$ cat src/design/bmg_pkg.sv
`default_nettype none

package bmg_pkg;

    localparam int WIDTH_REG_W  = 11;
    localparam int HEIGHT_REG_W = 13;
    localparam int CFG_DATA_W   = 13;
    localparam int OUT_ROW_W    = 12;
    localparam int OUT_COL_W    = 10;

    localparam logic [WIDTH_REG_W-1:0]  WIDTH_RESET  = 11'd640;
    localparam logic [HEIGHT_REG_W-1:0] HEIGHT_RESET = 13'd480;

    typedef enum logic [0:0] {
        CFG_IMAGE_WIDTH  = 1'b0,
        CFG_IMAGE_HEIGHT = 1'b1
    } t_cfg_index;

    // position info that travels with a pixel beat
    typedef struct packed {
        logic                 emit;
        logic                 last;
        logic [OUT_ROW_W-1:0] row;
        logic [OUT_COL_W-1:0] col;
    } t_pos_info;

endpackage

`default_nettype wire

$ cat src/design/binary_morph_gradient_3x3_core.sv
// the result of a window passes the window stage register, then the result register
// throughput: one pixel per cycle while the input is not stalled; the line store is one ram with a registered read
// the input stalls only while the result register is full and the output is stalled
// reset clears the counters, the window columns and sets the size to 640 x 480
// the line store is not cleared; it is refilled before its data reaches an emitted result
`default_nettype none

module binary_morph_gradient_3x3_core #(
    parameter int MAX_WIDTH  = 1024,
    parameter int MAX_HEIGHT = 4096
) (
    input  wire logic                           i_clk,
    input  wire logic                           i_rst_n,
    input  wire logic                           i_cfg_we,
    input  wire logic [0:0]                     i_cfg_index,
    input  wire logic [bmg_pkg::CFG_DATA_W-1:0] i_cfg_data,
    input  wire logic                           i_pix_valid,
    output logic                                o_pix_stall,
    input  wire logic                           i_pixel_bit,
    output logic                                o_res_valid,
    input  wire logic                           i_res_stall,
    output logic                                o_edge_bit,
    output logic      [bmg_pkg::OUT_ROW_W-1:0]  o_out_row,
    output logic      [bmg_pkg::OUT_COL_W-1:0]  o_out_col,
    output logic                                o_frame_last
);

    localparam int CW = $clog2(MAX_WIDTH);

    logic                 accept;
    logic                 out_ready;
    logic                 a_adv;
    logic [CW-1:0]        col_addr;
    bmg_pkg::t_pos_info   pos_info;
    logic [1:0]           line_rdata;
    logic                 mixed;

    logic                 r_a_valid;
    logic                 r_a_pix;
    logic [CW-1:0]        r_a_addr;
    bmg_pkg::t_pos_info   r_a_info;

    logic                              r_out_valid;
    logic                              r_out_edge;
    logic [bmg_pkg::OUT_ROW_W-1:0]     r_out_row;
    logic [bmg_pkg::OUT_COL_W-1:0]     r_out_col;
    logic                              r_out_last;

    assign out_ready   = !r_out_valid || !i_res_stall;
    assign a_adv       = r_a_valid && out_ready;
    assign o_pix_stall = r_a_valid && !out_ready;
    assign accept      = i_pix_valid && !o_pix_stall;

    bmg_ctrl #(
        .MAX_WIDTH  (MAX_WIDTH),
        .MAX_HEIGHT (MAX_HEIGHT)
    ) u_ctrl (
        .i_clk       (i_clk),
        .i_rst_n     (i_rst_n),
        .i_cfg_we    (i_cfg_we),
        .i_cfg_index (i_cfg_index),
        .i_cfg_data  (i_cfg_data),
        .i_advance   (accept),
        .o_col_addr  (col_addr),
        .o_info      (pos_info)
    );

    // bit 0: two rows up, bit 1: one row up
    bmg_ram #(
        .WIDTH (2),
        .DEPTH (MAX_WIDTH)
    ) u_line_ram (
        .i_clk   (i_clk),
        .i_we    (a_adv),
        .i_waddr (r_a_addr),
        .i_wdata ({r_a_pix, line_rdata[1]}),
        .i_re    (accept),
        .i_raddr (col_addr),
        .o_rdata (line_rdata)
    );

    bmg_window u_window (
        .i_clk     (i_clk),
        .i_rst_n   (i_rst_n),
        .i_advance (a_adv),
        .i_top     (line_rdata[0]),
        .i_mid     (line_rdata[1]),
        .i_pix     (r_a_pix),
        .o_mixed   (mixed)
    );

    always_ff @(posedge i_clk) begin
        if (!i_rst_n) begin
            r_a_valid <= 1'b0;
        end else if (accept) begin
            r_a_valid <= 1'b1;
        end else if (a_adv) begin
            r_a_valid <= 1'b0;
        end
    end

    always_ff @(posedge i_clk) begin
        if (accept) begin
            r_a_pix  <= i_pixel_bit;
            r_a_addr <= col_addr;
            r_a_info <= pos_info;
        end
    end

    always_ff @(posedge i_clk) begin
        if (!i_rst_n) begin
            r_out_valid <= 1'b0;
        end else if (out_ready) begin
            r_out_valid <= a_adv && r_a_info.emit;
        end
    end

    always_ff @(posedge i_clk) begin
        if (a_adv) begin
            r_out_edge <= mixed;
            r_out_row  <= r_a_info.row;
            r_out_col  <= r_a_info.col;
            r_out_last <= r_a_info.last;
        end
    end

    assign o_res_valid  = r_out_valid;
    assign o_edge_bit   = r_out_edge;
    assign o_out_row    = r_out_row;
    assign o_out_col    = r_out_col;
    assign o_frame_last = r_out_last;

    // a held window beat stays put while the result register is blocked
    a_hold_on_stall: assert property (@(posedge i_clk) disable iff (!i_rst_n)
        r_a_valid && r_out_valid && i_res_stall |=> r_a_valid)
        else $error("window stage dropped a beat while output stalled");

    // an accepted pixel beat always lands in the window stage
    a_load_on_accept: assert property (@(posedge i_clk) disable iff (!i_rst_n)
        i_pix_valid && !o_pix_stall |=> r_a_valid)
        else $error("accepted pixel beat not captured");

    // input is only stalled by a full window stage
    a_stall_needs_beat: assert property (@(posedge i_clk) disable iff (!i_rst_n)
        !r_a_valid |-> !o_pix_stall)
        else $error("input stalled with empty window stage");

endmodule

`default_nettype wire

$ cat src/design/bmg_ram.sv
`default_nettype none

module bmg_ram #(
    parameter int WIDTH = 2,
    parameter int DEPTH = 1024,
    localparam int AW   = (DEPTH > 1) ? $clog2(DEPTH) : 1
) (
    input  wire logic             i_clk,
    input  wire logic             i_we,
    input  wire logic [AW-1:0]    i_waddr,
    input  wire logic [WIDTH-1:0] i_wdata,
    input  wire logic             i_re,
    input  wire logic [AW-1:0]    i_raddr,
    output logic      [WIDTH-1:0] o_rdata
);

    logic [WIDTH-1:0] r_mem [DEPTH];
    logic [WIDTH-1:0] r_rdata;

    always_ff @(posedge i_clk) begin
        if (i_we) begin
            r_mem[i_waddr] <= i_wdata;
        end
        if (i_re) begin
            r_rdata <= r_mem[i_raddr];
        end
    end

    assign o_rdata = r_rdata;

endmodule

`default_nettype wire

$ cat src/design/bmg_ctrl.sv
`default_nettype none

module bmg_ctrl #(
    parameter int MAX_WIDTH  = 1024,
    parameter int MAX_HEIGHT = 4096,
    localparam int CW = $clog2(MAX_WIDTH),
    localparam int RW = $clog2(MAX_HEIGHT)
) (
    input  wire logic                           i_clk,
    input  wire logic                           i_rst_n,
    input  wire logic                           i_cfg_we,
    input  wire logic [0:0]                     i_cfg_index,
    input  wire logic [bmg_pkg::CFG_DATA_W-1:0] i_cfg_data,
    input  wire logic                           i_advance,
    output logic      [CW-1:0]                  o_col_addr,
    output bmg_pkg::t_pos_info                  o_info
);

    localparam int WW = (CW + 1 > bmg_pkg::WIDTH_REG_W) ? CW + 1 : bmg_pkg::WIDTH_REG_W;
    localparam int HW = (RW + 1 > bmg_pkg::HEIGHT_REG_W) ? RW + 1 : bmg_pkg::HEIGHT_REG_W;

    logic [bmg_pkg::WIDTH_REG_W-1:0]  r_image_width;
    logic [bmg_pkg::HEIGHT_REG_W-1:0] r_image_height;
    logic [CW-1:0] r_col, n_col;
    logic [RW-1:0] r_row, n_row;
    logic [WW-1:0] w_eff;
    logic [HW-1:0] h_eff;
    logic [WW-1:0] col_inc;
    logic [HW-1:0] row_inc;
    logic [31:0]   row_m1;
    logic [31:0]   col_m1;

    always_ff @(posedge i_clk) begin
        if (!i_rst_n) begin
            r_image_width  <= bmg_pkg::WIDTH_RESET;
            r_image_height <= bmg_pkg::HEIGHT_RESET;
        end else if (i_cfg_we) begin
            case (bmg_pkg::t_cfg_index'(i_cfg_index))
                bmg_pkg::CFG_IMAGE_WIDTH: begin
                    r_image_width <= i_cfg_data[bmg_pkg::WIDTH_REG_W-1:0];
                end
                bmg_pkg::CFG_IMAGE_HEIGHT: begin
                    r_image_height <= i_cfg_data[bmg_pkg::HEIGHT_REG_W-1:0];
                end
                default: begin
                end
            endcase
        end
    end

    // clamp the programmed size to 3..max
    always_comb begin
        if (r_image_width < 11'd3) begin
            w_eff = WW'(3);
        end else if (WW'(r_image_width) > WW'(MAX_WIDTH)) begin
            w_eff = WW'(MAX_WIDTH);
        end else begin
            w_eff = WW'(r_image_width);
        end
        if (r_image_height < 13'd3) begin
            h_eff = HW'(3);
        end else if (HW'(r_image_height) > HW'(MAX_HEIGHT)) begin
            h_eff = HW'(MAX_HEIGHT);
        end else begin
            h_eff = HW'(r_image_height);
        end
    end

    assign col_inc = WW'(r_col) + WW'(1);
    assign row_inc = HW'(r_row) + HW'(1);

    always_comb begin
        n_col = r_col;
        n_row = r_row;
        if (col_inc >= w_eff) begin
            n_col = '0;
            if (row_inc >= h_eff) begin
                n_row = '0;
            end else begin
                n_row = row_inc[RW-1:0];
            end
        end else begin
            n_col = col_inc[CW-1:0];
        end
    end

    always_ff @(posedge i_clk) begin
        if (!i_rst_n) begin
            r_col <= '0;
            r_row <= '0;
        end else if (i_advance) begin
            r_col <= n_col;
            r_row <= n_row;
        end
    end

    assign row_m1 = 32'(r_row) - 32'd1;
    assign col_m1 = 32'(r_col) - 32'd1;

    always_comb begin
        o_info.emit = (32'(r_row) >= 32'd2) && (32'(r_col) >= 32'd2);
        o_info.last = (HW'(r_row) == h_eff - HW'(1)) && (WW'(r_col) == w_eff - WW'(1));
        o_info.row  = row_m1[bmg_pkg::OUT_ROW_W-1:0];
        o_info.col  = col_m1[bmg_pkg::OUT_COL_W-1:0];
    end

    assign o_col_addr = r_col;

endmodule

`default_nettype wire

$ cat src/design/bmg_window.sv
`default_nettype none

module bmg_window (
    input  wire logic i_clk,
    input  wire logic i_rst_n,
    input  wire logic i_advance,
    input  wire logic i_top,
    input  wire logic i_mid,
    input  wire logic i_pix,
    output logic      o_mixed
);

    logic [5:0] r_win_cols;
    logic [8:0] win;

    // oldest column in the low bits, newest column on top
    assign win     = {i_pix, i_mid, i_top, r_win_cols};
    assign o_mixed = (win != 9'h000) && (win != 9'h1FF);

    always_ff @(posedge i_clk) begin
        if (!i_rst_n) begin
            r_win_cols <= '0;
        end else if (i_advance) begin
            r_win_cols <= win[8:3];
        end
    end

endmodule

`default_nettype wire
$ cat config.mk
export PLATFORM = sky130hd
export DESIGN_NAME = binary_morph_gradient_3x3_core
export DESIGN_NICKNAME = d
export VERILOG_FILES = /design/src/design/bmg_pkg.sv /design/src/design/binary_morph_gradient_3x3_core.sv /design/src/design/bmg_ram.sv /design/src/design/bmg_ctrl.sv /design/src/design/bmg_window.sv
export SDC_FILE = /design/constraint.sdc
export NUM_CORES = 2
export LEC_CHECK = 0
export BUFFER_PORTS_ARGS = -buffer_cell sky130_fd_sc_hd__buf_4
export CAP_MARGIN = 20
export CORE_MARGIN = 2
export CORE_UTILIZATION = 60
export DETAILED_ROUTE_END_ITERATION = 10
export PLACE_DENSITY = 0.75
export RECOVER_POWER = 25
export REMOVE_ABC_BUFFERS = 1
export SYNTH_ARGS = -nofsm -noshare
export SYNTH_HDL_FRONTEND = slang
export SYNTH_SLANG_ARGS = --single-unit
$ cat constraint.sdc
create_clock -name i_clk -period 23.2 [get_ports i_clk]
set_input_delay 2.32 -clock i_clk [delete_from_list [all_inputs] [get_ports i_clk]]
set_output_delay 2.32 -clock i_clk [all_outputs]
set_load 0.05 [all_outputs]
==> impl_metrics.yaml <==
grt:
  grt_max_degree: 259
  grt_pass1_wl_um: 343000
  grt_use_total_pct: 31.6
  grt_overflow: 0
  grt_pass1_vias: 50600
  antenna_found_initial: 7
synth:
  synth-edff-count: 2109
  async_flop_share_pct: 0
  synth_seq_area_share_pct: 72.1
  syn_avg_cell_area_um2: 16.8
  ys_ff_latch: 2163
  syn_area_um2: 89300
  synth_ff_type: "edfxtp_1"
  synth.distinct_cells: 69
  synthCells: 5309
  yosys_warnings: 0
timing:
  rsz0062_at_grt: "no"
  period_needed_ns: 12.38
  setup_violations: 0
  period_share_pct: 53.4
  fin_worst_skew_ns: 0.0349
  hold_viol_final: 0
  finalMaxSlewViolations: 1502
  slew_headroom_pct: -584
  setup_tns_ns: 0
  worst_pin_slew_ns: 10.27
  fmax_mhz: 80.8
finish:
  postLayoutCoreUtil_pct: 66.6
  areaGrowthSynthToFinish_pct: 10.3
  num-nets-final: 5340
  instances_no_fill: 7392
  multi_input_area_um2: 23000
  most-common-layout-cells: "2,109 x edfxtp_1, 1,072 x nor2_1, 503 x mux4_2"
  layout_commonest_cell: "edfxtp_1"
  drive_gt1_share_pct: 19.1
  final-seq-area_um2: 64400
  fillers: 9590
critical_path:
  cp_data_arrival_time_ns: 12.95
  cp_num_buf_inv: 3
  startpoint_type: "register"
  required_ns: 23.77
  end_kind: "register"
  cpMostUsedCell: "clkbuf_1"
  critPathTopFamily: "buffers and inverters"
  cpMaxStageDelayCell: "clkbuf_1"
  cp_max_fo: 235
  cp_cell_sequence: "clkbuf_1 -> clkbuf_1 -> buf_4 -> nand2_1 -> nor3_1 -> a31oi_1"
  crit_type: "register to register"
  crit_path_max_incr_delay_ns: 6.74
floorplanning:
  fp.dieW_um: 390
  initial_utilization_pct: 60.4
  fp.dieH_um: 390
  core_area_um2: 148000
  fp-row-count: 141
  pin_count: 46
  dieArea_um2: 152000
placement:
  placed_cells: 7001
  dp_hpwl_um: 130000
  finalWeightedCongestion: 0.848
  numPortBuffers: 45
route:
  antenna_left: 0
  m1WireLength_um: 83600
  dr_total_vias: 51400
  met2WireLength_um: 113000
  drt_iter0_markers: 8529
  post_drt_via_cell_ratio: 6.96
  topRoutingLayerUsed: "met5"
  wl_per_cell_um: 32.3
  drt_wl_total_um: 239000
  drtPass1Iterations: 7
  route.detailed.drc: 0
  wl_met3_um: 29100
clock_network:
  postCtsHoldBufs: 0
  cts_buffers: 206
  htreeDepth: 4
  clk_latency_ns: 0.84
  post_cts_resized: 0
  clk_pin_slew_ns: 0.06
  clock_sinks: 2163
  cts_tree: "done"
  clock_path_buffers: 3
  cts-root-buf: "clkbuf_16"
  cts_setup_buffers: 0
job:
  drv_cap: 18
run_status:
  status: "complete, but fails checks"
  failed_checks: "max-capacitance violations, max-slew violations"
power_and_ir_drop:
  p_leak_nw: 29.9
  total_power_mw: 8.14
  p_per_area_nw_per_um2: 82.7
  ir_drop_mv: 0.0881
worst_hold_path:
  min_path_type: "register to register"
sequential cells by signal, indices dropped and copies added (netlist names), 2 cells and up:
signal and count:
u_ctrl.r_image_width 11, r_a_info 24, r_a_addr 10, u_window.r_win_cols 6, u_line_ram.o_rdata 2, u_ctrl.o_col_addr 10
u_line_ram.r_mem 2048, o_out_row 12, o_out_col 10, u_ctrl.r_image_height 13, u_ctrl.r_row 12
cells in the mapped netlist (all sizes together), types with 7 or more instances:
library cell	number	area share, %
a2111oi	12	0.12
a211oi	15	0.13
a21boi	26	0.22
a21o	20	0.17
a21oi	58	0.33
a221oi	24	0.24
a22o	22	0.22
a22oi	80	0.67
a311oi	7	0.069
a31oi	12	0.084
and3	15	0.11
buf	178	1.1
clkbuf	248	1.0
dfxtp	54	1.2
edfxtp	2109	71
ha	32	0.45
inv	19	0.080
mux2	11	0.14
mux2i	116	1.3
mux4	503	13
nand2	238	1.0
nand2b	22	0.15
nand3	67	0.38
nand4	16	0.11
nor2	1077	4.5
nor2b	20	0.14
nor3	47	0.26
nor3b	11	0.092
nor4	18	0.13
o211ai	16	0.13
o21ai	48	0.27
o221ai	7	0.069
o22ai	16	0.11
or2	11	0.077
or3	9	0.063
xnor2	30	0.29
xor2	19	0.19
metrics by stage:
| stage | setup slack [ns] | hold WS (ns) | instance area (um^2) |
|---|---|---|---|
| floorplan | -5.70 | 0.400 | 87400 |
| global placement | 16.67 | 0.401 | 91300 |
| detailed placement | 16.60 | 0.405 | 91800 |
| CTS | 16.53 | 0.417 | 98400 |
| global route | 9.83 | 0.424 | 98500 |
| finish | 10.82 | 0.418 | 98500 |
power breakdown:
group	internal [mW]	leakage [nW]	switching (mW)	total [mW]
sequential	4.33	19.4	0.0158	4.35
combinational	0.184	7.29	0.270	0.454
clock	1.89	3.22	1.44	3.34
total	6.41	29.9	1.73	8.14
layer usage:
layer | track usage (%) | up-vias
li1 | - | 20700
met1 | 42.9 | 26200
met2 | 49.6 | 3863
met3 | 6.44 | 699
met4 | 15.2 | 6
met5 | 0.255 | -
cell type report:
class | instances | share of cell area, %
clock inverter | 125 | 1.27
multi-input combinational | 2699 | 23.4
tap | 1930 | 2.45
inverter | 21 | 0.0838
timing repair buffer | 197 | 1.90
clock buffer | 252 | 5.47
sequential | 2163 | 65.4
antenna | 5 | 0.0127
path summary, 6_finish.rpt:
check                           depth (start not counted)            to                  start  slack (ns)
worst max register to register                          6    o_edge_bit  u_line_ram.o_rdata[1]       10.82
worst max-delay path                                    6    o_edge_bit  u_line_ram.o_rdata[1]       10.82
worst min-delay path                                    0  o_out_col[4]            r_a_info[4]        0.42
worst min register to register                          0  o_out_col[4]            r_a_info[4]        0.42
cells by family (layout without fill, tap and decap cells):
| group | after synthesis | count (layout) | synth area share, % |
|---|---|---|---|
| flops | 2163 | 2163 | 72.1 |
| buf+inv | 447 | 595 | 2.27 |
| compound gates | 411 | 411 | 3.30 |
| mux | 630 | 630 | 14.1 |
| other cells | 0 | 5 | 0 |
| simple gates | 1577 | 1577 | 7.26 |
| xor+xnor | 49 | 49 | 0.480 |
| fa+ha+maj | 32 | 32 | 0.448 |
No activity file was read; power rests on OpenSTA's default activity.
